--- config.mk ---
export PLATFORM = sky130hd
export DESIGN_NAME = convex_hull_graham_scan_top
export DESIGN_NICKNAME = d
export VERILOG_FILES = /design/src/rtl/chgs_pkg.sv /design/src/rtl/chgs_ram.sv /design/src/rtl/chgs_cmp.sv /design/src/rtl/convex_hull_graham_scan_top.sv
export SDC_FILE = /design/constraint.sdc
export NUM_CORES = 2
export LEC_CHECK = 0
export ABC_AREA = 1
export BUFFER_PORTS_ARGS = -buffer_cell sky130_fd_sc_hd__buf_4
export CAP_MARGIN = 15
export CORE_MARGIN = 2
export CORE_UTILIZATION = 50
export CTS_CLUSTER_DIAMETER = 30
export CTS_CLUSTER_SIZE = 30
export DETAILED_ROUTE_END_ITERATION = 10
export PLACE_DENSITY = 0.65
export SYNTH_ARGS = -nofsm -noshare
export SYNTH_HDL_FRONTEND = slang
export SYNTH_SLANG_ARGS = --single-unit
--- constraint.sdc ---
create_clock -name i_clk -period 22.2 [get_ports i_clk]
set_input_delay 0 -clock i_clk [delete_from_list [all_inputs] [get_ports i_clk]]
set_output_delay 0 -clock i_clk [all_outputs]
set_load 0.02 [all_outputs]
--- src/rtl/chgs_pkg.sv ---
`timescale 1ns / 1ps
package chgs_pkg;

    localparam int COORD_W = 16;
    localparam int TAG_W   = 6;
    localparam int SIZE_W  = 7;
    localparam int DIFF_W  = COORD_W + 1;
    localparam int PROD_W  = 2 * DIFF_W;
    localparam int SUM_W   = PROD_W + 1;

    // one stored point: load position on top, coordinates below
    typedef struct packed {
        logic        [TAG_W-1:0]   tag;
        logic signed [COORD_W-1:0] y;
        logic signed [COORD_W-1:0] x;
    } t_point;

    localparam int POINT_W = $bits(t_point);

    // orientation and distance flags from the geometry unit
    typedef struct packed {
        logic cross_pos;
        logic cross_zero;
        logic dl_zero;
        logic dr_zero;
        logic dl_lt_dr;
        logic dl_eq_dr;
    } t_cmp_res;

endpackage

--- src/rtl/chgs_ram.sv ---
`timescale 1ns / 1ps
module chgs_ram #(
    parameter int WIDTH = 38,
    parameter int DEPTH = 64
) (
    input  logic                     i_clk,
    input  logic                     i_we,
    input  logic [$clog2(DEPTH)-1:0] i_waddr,
    input  logic [WIDTH-1:0]         i_wdata,
    input  logic [$clog2(DEPTH)-1:0] i_raddr,
    output logic [WIDTH-1:0]         o_rdata
);

    logic [WIDTH-1:0] r_mem [DEPTH];

    // write port and registered read port
    always_ff @(posedge i_clk) begin
        if (i_we) begin
            r_mem[i_waddr] <= i_wdata;
        end
        o_rdata <= r_mem[i_raddr];
    end

endmodule

--- src/rtl/chgs_cmp.sv ---
`timescale 1ns / 1ps
module chgs_cmp (
    input  logic              i_clk,
    input  logic              i_rst_n,
    input  logic              i_start,
    input  chgs_pkg::t_point  i_o,
    input  chgs_pkg::t_point  i_a,
    input  chgs_pkg::t_point  i_b,
    output logic              o_done,
    output chgs_pkg::t_cmp_res o_res
);

    typedef enum logic [1:0] {C_IDLE, C_MUL, C_SUM, C_FLAG} t_cstate;

    t_cstate r_state;
    logic [2:0] r_step;
    logic signed [chgs_pkg::DIFF_W-1:0] r_ax, r_ay, r_bx, r_by;
    logic signed [chgs_pkg::DIFF_W-1:0] w_m0, w_m1;
    logic signed [chgs_pkg::PROD_W-1:0] w_prod;
    logic signed [chgs_pkg::PROD_W-1:0] r_p0, r_p1, r_p2, r_p3, r_p4, r_p5;
    logic signed [chgs_pkg::SUM_W-1:0]  r_cross, r_dl, r_dr;

    // pick the operand pair for this step of the shared multiplier
    always_comb begin
        unique case (r_step)
            3'd0:    begin w_m0 = r_ax; w_m1 = r_by; end
            3'd1:    begin w_m0 = r_bx; w_m1 = r_ay; end
            3'd2:    begin w_m0 = r_ax; w_m1 = r_ax; end
            3'd3:    begin w_m0 = r_ay; w_m1 = r_ay; end
            3'd4:    begin w_m0 = r_bx; w_m1 = r_bx; end
            default: begin w_m0 = r_by; w_m1 = r_by; end
        endcase
    end

    assign w_prod = w_m0 * w_m1;

    // sequence differences, six products, sums, flags
    always_ff @(posedge i_clk) begin
        if (!i_rst_n) begin
            r_state <= C_IDLE;
            r_step  <= '0;
            o_done  <= 1'b0;
        end else begin
            unique case (r_state)
                C_IDLE: begin
                    o_done <= 1'b0;
                    if (i_start) begin
                        r_ax    <= chgs_pkg::DIFF_W'(i_a.x) - chgs_pkg::DIFF_W'(i_o.x);
                        r_ay    <= chgs_pkg::DIFF_W'(i_a.y) - chgs_pkg::DIFF_W'(i_o.y);
                        r_bx    <= chgs_pkg::DIFF_W'(i_b.x) - chgs_pkg::DIFF_W'(i_o.x);
                        r_by    <= chgs_pkg::DIFF_W'(i_b.y) - chgs_pkg::DIFF_W'(i_o.y);
                        r_step  <= '0;
                        r_state <= C_MUL;
                    end
                end
                C_MUL: begin
                    unique case (r_step)
                        3'd0:    r_p0 <= w_prod;
                        3'd1:    r_p1 <= w_prod;
                        3'd2:    r_p2 <= w_prod;
                        3'd3:    r_p3 <= w_prod;
                        3'd4:    r_p4 <= w_prod;
                        default: r_p5 <= w_prod;
                    endcase
                    if (r_step == 3'd5) begin
                        r_state <= C_SUM;
                    end else begin
                        r_step <= r_step + 3'd1;
                    end
                end
                C_SUM: begin
                    r_cross <= chgs_pkg::SUM_W'(r_p0) - chgs_pkg::SUM_W'(r_p1);
                    r_dl    <= chgs_pkg::SUM_W'(r_p2) + chgs_pkg::SUM_W'(r_p3);
                    r_dr    <= chgs_pkg::SUM_W'(r_p4) + chgs_pkg::SUM_W'(r_p5);
                    r_state <= C_FLAG;
                end
                default: begin
                    o_res.cross_pos  <= (r_cross > 0);
                    o_res.cross_zero <= (r_cross == 0);
                    o_res.dl_zero    <= (r_dl == 0);
                    o_res.dr_zero    <= (r_dr == 0);
                    o_res.dl_lt_dr   <= (r_dl < r_dr);
                    o_res.dl_eq_dr   <= (r_dl == r_dr);
                    o_done           <= 1'b1;
                    r_state          <= C_IDLE;
                end
            endcase
        end
    end

endmodule

--- src/rtl/convex_hull_graham_scan_top.sv ---
`timescale 1ns / 1ps
// Convex hull by Graham scan.
// Slave channel: one point per item, x in tdata[15:0], y in tdata[31:16];
// tlast marks the final point of a set and starts the hull. Points load at
// one per cycle into a single-port-write, registered-read point memory;
// points beyond MAX_POINTS are dropped.
// After the final point the block stops accepting items: a pivot search, a
// swap, an insertion sort about the pivot and a stack scan run out of the
// memory. Each orientation test goes through one shared multiplier unit.
// Master channel: one item per hull vertex, counterclockwise from the pivot,
// with tlast on the last one.
// A stalled receiver simply holds the vertex in the output register.
// Reset empties the point store; loading resumes after the last vertex.
module convex_hull_graham_scan_top #(
    parameter int MAX_POINTS = 64
) (
    input  logic        i_clk,
    input  logic        i_rst_n,
    input  logic        i_s_axis_tvalid,
    output logic        o_s_axis_tready,
    input  logic [31:0] i_s_axis_tdata,   // point_x[15:0], point_y[31:16]
    input  logic        i_s_axis_tlast,   // final_point
    output logic        o_m_axis_tvalid,
    input  logic        i_m_axis_tready,
    output logic [47:0] o_m_axis_tdata,   // vertex_x, vertex_y, vertex_index, hull_size
    output logic        o_m_axis_tlast    // last_vertex
);

    localparam int IW = $clog2(MAX_POINTS);
    localparam int CW = $clog2(MAX_POINTS + 1);
    localparam int POINT_W_L = chgs_pkg::POINT_W;

    typedef enum logic [4:0] {
        S_LOAD, S_PV_RD, S_PV_CHK, S_SW_RD, S_SW_W0, S_SW_W1,
        S_SO_NXT, S_SO_KEY, S_SO_PRV, S_SO_CMP0, S_SO_CMP1, S_SO_WAIT,
        S_SC_INIT, S_SC_S1, S_SC_NXT, S_SC_CAND, S_SC_TST, S_SC_WAIT,
        S_SC_S2, S_SC_PUSH, S_FIN, S_FIN_W, S_EM_RD, S_EM_LD, S_EM_HOLD
    } t_state;

    t_state r_state;
    logic [CW-1:0] r_cnt, r_n, r_i, r_j, r_top, r_k;
    logic [IW-1:0] r_best;
    chgs_pkg::t_point r_bpt, r_key, r_prev, r_s1, r_s2, r_cand, r_out;
    logic r_ovalid, r_olast;

    logic          w_in_acc, w_out_acc, w_store;
    logic          w_we;
    logic [IW-1:0] w_waddr, w_raddr;
    chgs_pkg::t_point w_wdata, w_rd, w_in_pt;
    logic [POINT_W_L-1:0] w_rdata;
    logic          w_cmp_start, w_cmp_done;
    chgs_pkg::t_point w_co, w_ca, w_cb;
    chgs_pkg::t_cmp_res w_res;
    logic          w_less, w_before;
    logic [CW-1:0] w_nm1, w_jm1, w_topm3, w_kp1;

    assign w_in_acc  = i_s_axis_tvalid && o_s_axis_tready;
    assign w_out_acc = r_ovalid && i_m_axis_tready;
    assign w_store   = (r_cnt < CW'(MAX_POINTS));
    assign w_rd      = chgs_pkg::t_point'(w_rdata);
    assign w_nm1     = r_n - 1'b1;
    assign w_jm1     = r_j - 1'b1;
    assign w_topm3   = r_top - CW'(3);
    assign w_kp1     = r_k + 1'b1;

    assign w_in_pt.x   = i_s_axis_tdata[15:0];
    assign w_in_pt.y   = i_s_axis_tdata[31:16];
    assign w_in_pt.tag = chgs_pkg::TAG_W'(r_cnt[IW-1:0]);

    // lower, then further left, wins the pivot
    assign w_less = (w_rd.y < r_bpt.y) || ((w_rd.y == r_bpt.y) && (w_rd.x < r_bpt.x));

    // key sorts strictly before prev about the pivot
    always_comb begin
        if (w_res.dl_zero || w_res.dr_zero) begin
            w_before = (w_res.dl_zero != w_res.dr_zero) ? w_res.dl_zero
                                                        : (r_key.tag < r_prev.tag);
        end else if (!w_res.cross_zero) begin
            w_before = w_res.cross_pos;
        end else if (!w_res.dl_eq_dr) begin
            w_before = w_res.dl_lt_dr;
        end else begin
            w_before = (r_key.tag < r_prev.tag);
        end
    end

    // memory port and geometry unit control
    always_comb begin
        w_we        = 1'b0;
        w_waddr     = r_j[IW-1:0];
        w_wdata     = r_key;
        w_raddr     = r_i[IW-1:0];
        w_cmp_start = 1'b0;
        w_co        = r_bpt;
        w_ca        = r_key;
        w_cb        = r_prev;
        unique case (r_state)
            S_LOAD: begin
                w_we    = w_in_acc && w_store;
                w_waddr = r_cnt[IW-1:0];
                w_wdata = w_in_pt;
            end
            S_SW_RD: w_raddr = '0;
            S_SW_W0: begin
                w_we    = 1'b1;
                w_waddr = '0;
                w_wdata = r_bpt;
            end
            S_SW_W1: begin
                w_we    = 1'b1;
                w_waddr = r_best;
                w_wdata = r_key;
            end
            S_SO_PRV: begin
                w_raddr = w_jm1[IW-1:0];
                w_we    = (r_j <= CW'(1));
            end
            S_SO_CMP1: w_cmp_start = 1'b1;
            S_SO_WAIT: begin
                w_we    = w_cmp_done;
                w_wdata = w_before ? r_prev : r_key;
            end
            S_SC_INIT: w_raddr = IW'(1);
            S_SC_TST: begin
                w_cmp_start = (r_top > CW'(1));
                w_co        = r_s2;
                w_ca        = r_s1;
                w_cb        = r_cand;
            end
            S_SC_WAIT: w_raddr = w_topm3[IW-1:0];
            S_SC_PUSH: begin
                w_we    = 1'b1;
                w_waddr = r_top[IW-1:0];
                w_wdata = r_cand;
            end
            S_FIN: begin
                w_cmp_start = (r_top >= CW'(3));
                w_ca        = r_s1;
                w_cb        = r_s2;
            end
            S_EM_RD: w_raddr = r_k[IW-1:0];
            default: ;
        endcase
    end

    chgs_ram #(.WIDTH(POINT_W_L), .DEPTH(MAX_POINTS)) u_ram (
        .i_clk   (i_clk),
        .i_we    (w_we),
        .i_waddr (w_waddr),
        .i_wdata (w_wdata),
        .i_raddr (w_raddr),
        .o_rdata (w_rdata)
    );

    chgs_cmp u_cmp (
        .i_clk   (i_clk),
        .i_rst_n (i_rst_n),
        .i_start (w_cmp_start),
        .i_o     (w_co),
        .i_a     (w_ca),
        .i_b     (w_cb),
        .o_done  (w_cmp_done),
        .o_res   (w_res)
    );

    // sequencer: load, pivot, sort, scan, emit
    always_ff @(posedge i_clk) begin
        if (!i_rst_n) begin
            r_state  <= S_LOAD;
            r_cnt    <= '0;
            r_ovalid <= 1'b0;
        end else begin
            unique case (r_state)
                S_LOAD: begin
                    if (w_in_acc) begin
                        if (i_s_axis_tlast) begin
                            r_n     <= w_store ? r_cnt + 1'b1 : r_cnt;
                            r_cnt   <= '0;
                            r_i     <= '0;
                            r_best  <= '0;
                            r_state <= S_PV_RD;
                        end else if (w_store) begin
                            r_cnt <= r_cnt + 1'b1;
                        end
                    end
                end
                S_PV_RD: r_state <= S_PV_CHK;
                S_PV_CHK: begin
                    if ((r_i == '0) || w_less) begin
                        r_bpt  <= w_rd;
                        r_best <= r_i[IW-1:0];
                    end
                    if (r_i == w_nm1) begin
                        r_state <= S_SW_RD;
                    end else begin
                        r_i     <= r_i + 1'b1;
                        r_state <= S_PV_RD;
                    end
                end
                S_SW_RD: r_state <= S_SW_W0;
                S_SW_W0: begin
                    r_key   <= w_rd;
                    r_state <= S_SW_W1;
                end
                S_SW_W1: begin
                    r_i     <= CW'(2);
                    r_state <= S_SO_NXT;
                end
                S_SO_NXT: begin
                    if (r_i >= r_n) begin
                        if (r_n <= CW'(2)) begin
                            r_top   <= r_n;
                            r_k     <= '0;
                            r_state <= S_EM_RD;
                        end else begin
                            r_state <= S_SC_INIT;
                        end
                    end else begin
                        r_state <= S_SO_KEY;
                    end
                end
                S_SO_KEY: begin
                    r_key   <= w_rd;
                    r_j     <= r_i;
                    r_state <= S_SO_PRV;
                end
                S_SO_PRV: begin
                    if (r_j > CW'(1)) begin
                        r_state <= S_SO_CMP0;
                    end else begin
                        r_i     <= r_i + 1'b1;
                        r_state <= S_SO_NXT;
                    end
                end
                S_SO_CMP0: begin
                    r_prev  <= w_rd;
                    r_state <= S_SO_CMP1;
                end
                S_SO_CMP1: r_state <= S_SO_WAIT;
                S_SO_WAIT: begin
                    if (w_cmp_done) begin
                        if (w_before) begin
                            r_j     <= w_jm1;
                            r_state <= S_SO_PRV;
                        end else begin
                            r_i     <= r_i + 1'b1;
                            r_state <= S_SO_NXT;
                        end
                    end
                end
                S_SC_INIT: r_state <= S_SC_S1;
                S_SC_S1: begin
                    r_s1    <= w_rd;
                    r_s2    <= r_bpt;
                    r_top   <= CW'(2);
                    r_i     <= CW'(2);
                    r_state <= S_SC_NXT;
                end
                S_SC_NXT: r_state <= (r_i >= r_n) ? S_FIN : S_SC_CAND;
                S_SC_CAND: begin
                    r_cand  <= w_rd;
                    r_state <= S_SC_TST;
                end
                S_SC_TST: r_state <= (r_top > CW'(1)) ? S_SC_WAIT : S_SC_PUSH;
                S_SC_WAIT: begin
                    if (w_cmp_done) begin
                        if (w_res.cross_pos) begin
                            r_state <= S_SC_PUSH;
                        end else begin
                            // pop: the old second entry becomes the top
                            r_top   <= r_top - 1'b1;
                            r_s1    <= r_s2;
                            r_state <= (r_top > CW'(2)) ? S_SC_S2 : S_SC_TST;
                        end
                    end
                end
                S_SC_S2: begin
                    r_s2    <= w_rd;
                    r_state <= S_SC_TST;
                end
                S_SC_PUSH: begin
                    r_s2    <= r_s1;
                    r_s1    <= r_cand;
                    r_top   <= r_top + 1'b1;
                    r_i     <= r_i + 1'b1;
                    r_state <= S_SC_NXT;
                end
                S_FIN: begin
                    r_k     <= '0;
                    r_state <= (r_top >= CW'(3)) ? S_FIN_W : S_EM_RD;
                end
                S_FIN_W: begin
                    if (w_cmp_done) begin
                        if (w_res.cross_zero) begin
                            r_top <= r_top - 1'b1;
                        end
                        r_state <= S_EM_RD;
                    end
                end
                S_EM_RD: r_state <= S_EM_LD;
                S_EM_LD: begin
                    r_out    <= w_rd;
                    r_olast  <= (w_kp1 == r_top);
                    r_ovalid <= 1'b1;
                    r_state  <= S_EM_HOLD;
                end
                S_EM_HOLD: begin
                    if (w_out_acc) begin
                        r_ovalid <= 1'b0;
                        r_k      <= w_kp1;
                        r_state  <= r_olast ? S_LOAD : S_EM_RD;
                    end
                end
                default: r_state <= S_LOAD;
            endcase
        end
    end

    assign o_s_axis_tready = (r_state == S_LOAD);
    assign o_m_axis_tvalid = r_ovalid;
    assign o_m_axis_tlast  = r_olast;
    assign o_m_axis_tdata  = {3'b000, chgs_pkg::SIZE_W'(r_top), r_out.tag, r_out.y, r_out.x};

`ifndef SYNTH
    // no new point is taken while a vertex is on offer
    a_no_overlap: assert property (@(posedge i_clk) disable iff (!i_rst_n)
        o_s_axis_tready |-> !o_m_axis_tvalid)
        else $error("input accepted while output pending");

    // the stack never outgrows the points consumed
    a_stack_bound: assert property (@(posedge i_clk) disable iff (!i_rst_n)
        (r_state == S_SC_NXT) |-> (r_top <= r_i))
        else $error("hull stack exceeds scanned points");

    // a final point closes the set and clears the fill count
    a_close_set: assert property (@(posedge i_clk) disable iff (!i_rst_n)
        (w_in_acc && i_s_axis_tlast) |=> (r_cnt == '0) && (r_n != '0))
        else $error("set not closed after final point");

    // geometry unit is only started while the sequencer waits on nothing else
    a_cmp_start: assert property (@(posedge i_clk) disable iff (!i_rst_n)
        w_cmp_start |=> (r_state == S_SO_WAIT || r_state == S_SC_WAIT ||
                         r_state == S_FIN_W))
        else $error("comparison started outside a wait");
`endif

endmodule
-- After elaboration in Yosys (flattened, before gate mapping)
Memories as Yosys holds them, arrays and structs flattened. A register that Yosys moved wholly into a read port is not among the register bits.
Index checks and enable logic that the tools add are counted.
W data, S select, Z words.
- register bits after elaboration: 710
- bits in writable memories: 2432
- bits of input ports: 37
- output and inout bits: 51
- word-level logic and storage cells: 277
- memories kept: 1
- memories (memory ; depth ; bits a word ; rd ports ; clocked after memory_dff ; wr ports ; line ; source):
    u_ram.r_mem ; 64 ; 38 ; 1 ; 1 ; 1 ; chgs_ram.sv:14 ; logic [WIDTH-1:0] r_mem [DEPTH];
- add/subtract/negate cells: 16
- multipliers: 1
- order comparisons: 13
- equality and inequality tests: 54
- mux-type cells: 75
- bitwise operators: 2
- reduce and logical (&&, ||, !) cells: 62
- operators with widths (kind ; count):
    $pmux W38 S3 ; 2
    $pmux W38 S4 ; 1
    $mux W7 ; 19
    $pmux W5 S23 ; 1
    $mux W38 ; 3
    $logic_not A35 Y1 ; 3
    $pmux W17 S3 ; 2
    $add A34 B34 Y35 ; 2
    $sub A16 B16 Y17 ; 4
    $mux W32 ; 2
    $pmux W32 S2 ; 1
    $mux W5 ; 10
    $eq A5 B5 Y1 const B ; 9
    $pmux W7 S6 ; 1
    $eq A5 B4 Y1 const B ; 8
    $eq A35 B35 Y1 ; 1
    $gt A35 B1 Y1 const B ; 1
    $lt A35 B35 Y1 ; 1
    $pmux W7 S5 ; 1
    $sub A34 B34 Y35 ; 1
    $mul A17 B17 Y34 ; 1
    $lt A16 B16 Y1 ; 2
    $pmux W6 S5 ; 1
    $add A7 B1 Y7 const B ; 4
    other kinds (58) ; 142

-- Depth between registers and ports, before layout
- depth in word-level cells: 7
- gate-level depth with buffers: 36
- gate-level depth less buffers: 35

-- Modules after synthesis
Synthesis repeated with hierarchy kept, for this count alone.
- cells, all modules: 14314
- area total of the unflattened synthesis: 151685.5 um2
- modules (own cells, without submodules) (module ; instances ; cells each ; area each (um2) ; sequential area each (um2)):
    chgs_ram ; 1 ; 8047 ; 97910.2 ; 73790.8
    chgs_cmp ; 1 ; 4426 ; 36467.5 ; 11621.1
    convex_hull_graham_scan_top ; 1 ; 1841 ; 17307.8 ; 9509.1

-- Worst setup path before layout
No wires, ideal clock.
- path kind: reg2reg
- start point: register u_cmp.r_step[0]
- end point: register u_cmp.r_p0[30] (netlist name), data pin
- library setup time: 0.202 ns
- arrival: 6.923 ns
- required time: 21.998 ns
- slack: 15.076 ns
- stages on the path, launching flop included: 35
- buffers on the path: 3
- period minus slack after synthesis: 7.124 ns
- cell sequence: dfxtp_1 -> inv_1 -> ha_1 -> nand2_1 -> inv_2 -> nor3_1 -> inv_1 -> clkbuf_1 -> buf_2 -> o21ai_1 -> clkbuf_1 -> nand2_1 -> fa_1 -> inv_1 -> fa_1 -> inv_1 -> fa_1 -> inv_1 -> fa_1 -> fa_1 -> inv_1 -> fa_1 -> inv_1 -> ha_1 -> nand2_1 -> inv_1 -> nand3_1 -> nor3_1 -> nand4_1 -> nand3_1 -> nand2_1 -> nand2_1 -> a21boi_0 -> o21ai_0 -> xor2_1
- longest elaborated chain between the ends: 4
- elaborated cells on any way between the ends: 11
- classes of those cells: mul: 1; eq/ne: 4; mux: 2; reduce/logical: 4
- ends and longest elaborated chain (what ; line ; source):
    start: declaration ; chgs_cmp.sv:16 ; logic [2:0] r_step;
    start signal: assignment ; chgs_cmp.sv:68 ; r_step <= r_step + 3'd1;
    $eq A3 B1 Y1 (tied with other cells) ; chgs_cmp.sv:25 ; unique case (r_step)
    $reduce_or A2 Y1 (no line) ; n/a ;
    $pmux W17 S3 ; chgs_cmp.sv:25 ;
    $mul A17 B17 Y34 * ; chgs_cmp.sv:35 ; assign w_prod = w_m0 * w_m1;
    net u_cmp.w_prod, one bit ; chgs_cmp.sv:19 ; logic signed [chgs_pkg::PROD_W-1:0] w_prod;
    end signal: assignment ; chgs_cmp.sv:58 ; 3'd0: r_p0 <= w_prod;
    end: declaration ; chgs_cmp.sv:20 ; logic signed [chgs_pkg::PROD_W-1:0] r_p0, r_p1, r_p2, r_p3, r_p4, r_p5;
The timed path passes the listed nets; every way through them passes the cells marked *.
A chain may end at the register's enable or synchronous reset.

-- Worst setup path after layout
- start point: register u_cmp.r_step[0]
- end point: register u_cmp.r_p5[30] (netlist name), data pin
- longest elaborated chain between the ends: 4
- elaborated cells on any way between the ends: 11
- classes of those cells: mul: 1; eq/ne: 4; mux: 2; reduce/logical: 4
- ends and longest elaborated chain (what ; line ; source):
    $eq A3 B1 Y1 (tied with other cells) ; chgs_cmp.sv:25 ;
    $reduce_or A2 Y1 (no line) ; n/a ;
    $pmux W17 S3 ; chgs_cmp.sv:25 ;
    $mul A17 B17 Y34 * ; chgs_cmp.sv:35 ;
    net u_cmp.w_prod, one bit ; chgs_cmp.sv:19 ;
    end signal: assignment ; chgs_cmp.sv:63 ; default: r_p5 <= w_prod;
    end: declaration ; chgs_cmp.sv:20 ;
Marks and branches as above.

==> metrics.txt <==
largest family of logic cells by synthesized area simple AND/OR/NAND/NOR gates; Layout Nets 15630; Setup crit end u_cmp.r_p5[30]; count of cell types in the netlist 58; Final Slew Violations 0; Req. time, crit path 22.99 ns; gpl congestion 0.9464; site row count 205; slowest library cell on the worst path o21ai_1; worst hold slack 0.03556 ns; number of global-route vias before repair 107900; cell count after synthesis 14760; Final ANT Viol Nets 0; sequential element share of the synthesized area 60.17%; Crit. Startpoint u_cmp.r_step[0]; Final Hold Fails 0; Simple-Gate Fraction of Synth Area 20.67%; crit end category flop; crit path max fanout 17; Post-synth ARST share 0%; reg2reg start u_cmp.r_step[0]; Worst Tran Pin Value 1.278 ns; hold crit path type in2reg; initial antenna violation count 12; htree depth 6; quantity of I/O buffers inserted on ports 84; #FFs+latches synth 3168; routed wire length 472100 um; outcome completed; DR pass1 iterations 10; chip height 564.6 um; Worst-path clk slew 0.05 ns; Crit Path Class reg2reg; Worst R2R Setup Slack 12.82 ns; Hold-fix buffers, CTS 21; CP arrival 10.17 ns; area of the mapped netlist 157200 um^2; Syn-to-layout area delta 16.92%; fillers 25410; hold path startpoint i_s_axis_tdata[26]; root cell of the clock tree clkbuf_16; post-synthesis xor/xnor area fraction 1.209%; Post-synth EDFFs 3111; mux contribution to synthesized area 0.006369%; setup tns final 0 ns; fraction of layout cells with a size suffix above 1 9.379%; Post-CTS Setup Inserts 0; Die Area 318800 um^2; largest net degree at the start of global routing 174; DP Wirelength 273500 um; Post-synth top flop edfxtp_1; Yosys warnings 0; routed vias 112400; R2R Path End u_cmp.r_p5[30]; gr ovfl total 0; Initial Util 50.30%; Final setup violation count 0; I/O pins 88; vias per cell 5.734; core area 312400 um^2; Die W 564.6 um; first-pass GRT wire length 694500 um; CTS Buf Count 612; Worst Skew 0.08292 ns; clk_lat worst skew 1.05 ns; CTS tree built; Post-Syn Area per Cell 10.65 um^2; Longest Clk Path Bufs 4; delay of the slowest critical-path stage 0.77 ns; initial DRC count 12850; DR WL/cell 24.09 um; Post-route DRC 0; Total GRT Usage 29.10%; startpoint types flop; CTS-repair resized insts 0; fin crit period 9.376 ns; slew margin rel. 14.81%; R2R depth 29; Synth Area in Compound Gates 3.484%; RSZ-0062 raised after global routing false; max-cap viol count 0; fmax 0.1067 GHz; Post-Synth Adder-Cell Area 6.662%; clk sinks 3168; Final period util 42.23%
cell families (layout without fill, tap and decap cells):
family                   count (synthesis)  in the layout
multiplexers                             1              1
buffers and inverters                 3072           3765
other                                    1             10
adder cells (fa/ha/maj)                655            655
flip-flops                            3168           3168
XOR/XNOR                               217            217
AO/OA/AOI/OAI                          908            908
AND/OR/NAND/NOR                       6733           6733
area by class of cell:
type,count,area [um^2],share of cell area [%]
antenna,7,17.52,0.009533
clock inverter,437,5717,3.111
clock buffer,694,15850,8.627
tap,4140,5180,2.819
sequential,3168,94560,51.46
inverter,2299,8650,4.707
timing repair buffer,335,2730,1.486
multi-input combinational,8517,51050,27.78
Yosys cell counts, drive strengths merged (6+ instances only):
master   number  area share, %
edfxtp     3111             59
nand3      2705            8.6
nand2      2399            5.7
inv        2293            5.5
nand3b      909            4.3
buf         565            1.8
nor2        551            1.3
ha          352            2.8
a21oi       328            1.0
fa          303            3.9
o21ai       260           0.83
clkbuf      208           0.50
xor2        146           0.81
o211ai       74           0.35
xnor2        71           0.40
nor3         62           0.20
o221ai       58           0.32
dfxtp        57           0.73
nand4        49           0.20
nor4         43           0.17
o21a         28           0.13
a21o         26           0.12
a31oi        22          0.088
a211oi       20          0.096
a221oi       18           0.10
o2111ai      12          0.067
a21boi       11          0.053
o21bai       11          0.053
a221o        10          0.064
or2          10          0.040
a2111oi       9          0.050
o31ai         9          0.043
clkinv        6          0.014
o22ai         6          0.024
layer usage:
layer	wire length, um	global-route usage, %	vias up
met5	66	0	-
met4	16860	10.53	8
met3	41590	4.937	941
met2	221600	46.79	5357
met1	192000	39.87	55160
li1	-	-	50900
worst min-delay path by stage:
stage	endpoint	depth (start not counted)
6_report	u_ram.r_mem[62][26]	6
5_1_grt	u_cmp.r_state[0]	4
4_1_cts	u_ram.r_mem[62][26]	6
3_5_place_dp	o_m_axis_tvalid	2
3_3_place_gp	o_m_axis_tvalid	2
2_1_floorplan	o_m_axis_tvalid	1
cell usage in the layout (no fill, tap or decap), types with 73 or more instances in the layout:
cell type,count
buf_4,301
clkinv_1,93
xor2_1,146
fa_1,303
clkinv_2,95
o21ai_0,232
o211ai_1,74
ha_1,352
edfxtp_1,3111
nand3b_1,909
inv_1,2260
clkbuf_16,619
bufinv_16,93
nand3_1,2701
nor2_1,470
nor2_4,73
nand2_1,2384
a21oi_1,327
sequential cells by signal, summed over array words and instances, names as in the netlist, 17 cells and up:
signal,count
r_key,38
u_cmp.r_by,17
u_cmp.r_dr,35
u_cmp.r_ay,17
u_ram.o_rdata,38
u_cmp.r_cross,35
r_s2,32
r_bpt,38
u_cmp.r_p4,34
r_prev,38
u_cmp.r_p1,34
u_cmp.r_dl,35
u_cmp.r_bx,17
r_cand,38
u_ram.r_mem,2432
u_cmp.r_p0,34
u_cmp.r_p3,34
o_m_axis_tdata,38
u_cmp.r_ax,17
r_s1,32
u_cmp.r_p2,34
u_cmp.r_p5,34
critical path, delay by kind of cell (launching register included):
family,cells,cell delay (ns)
compound gates,3,1.18
xor+xnor,1,0.34
simple gates,10,2.34
fa+ha+maj,8,3.57
buf+inv,7,1.35
flops,1,0.37
stage by stage:
step	area (um^2)	setup slack (ns)	utilization, %	cells
final	183800	12.82	58.82	19600
after global routing	183700	12.28	58.81	19590
after detailed placement	161900	12.88	51.83	18440
after CTS	183700	12.89	58.81	19590
after floorplan	157200	15.08	-	14760
after global placement	161900	13.02	51.83	18440
Power is not shown: default switching activity piles up to over one toggle a cycle in this logic, so the estimate is an artifact.
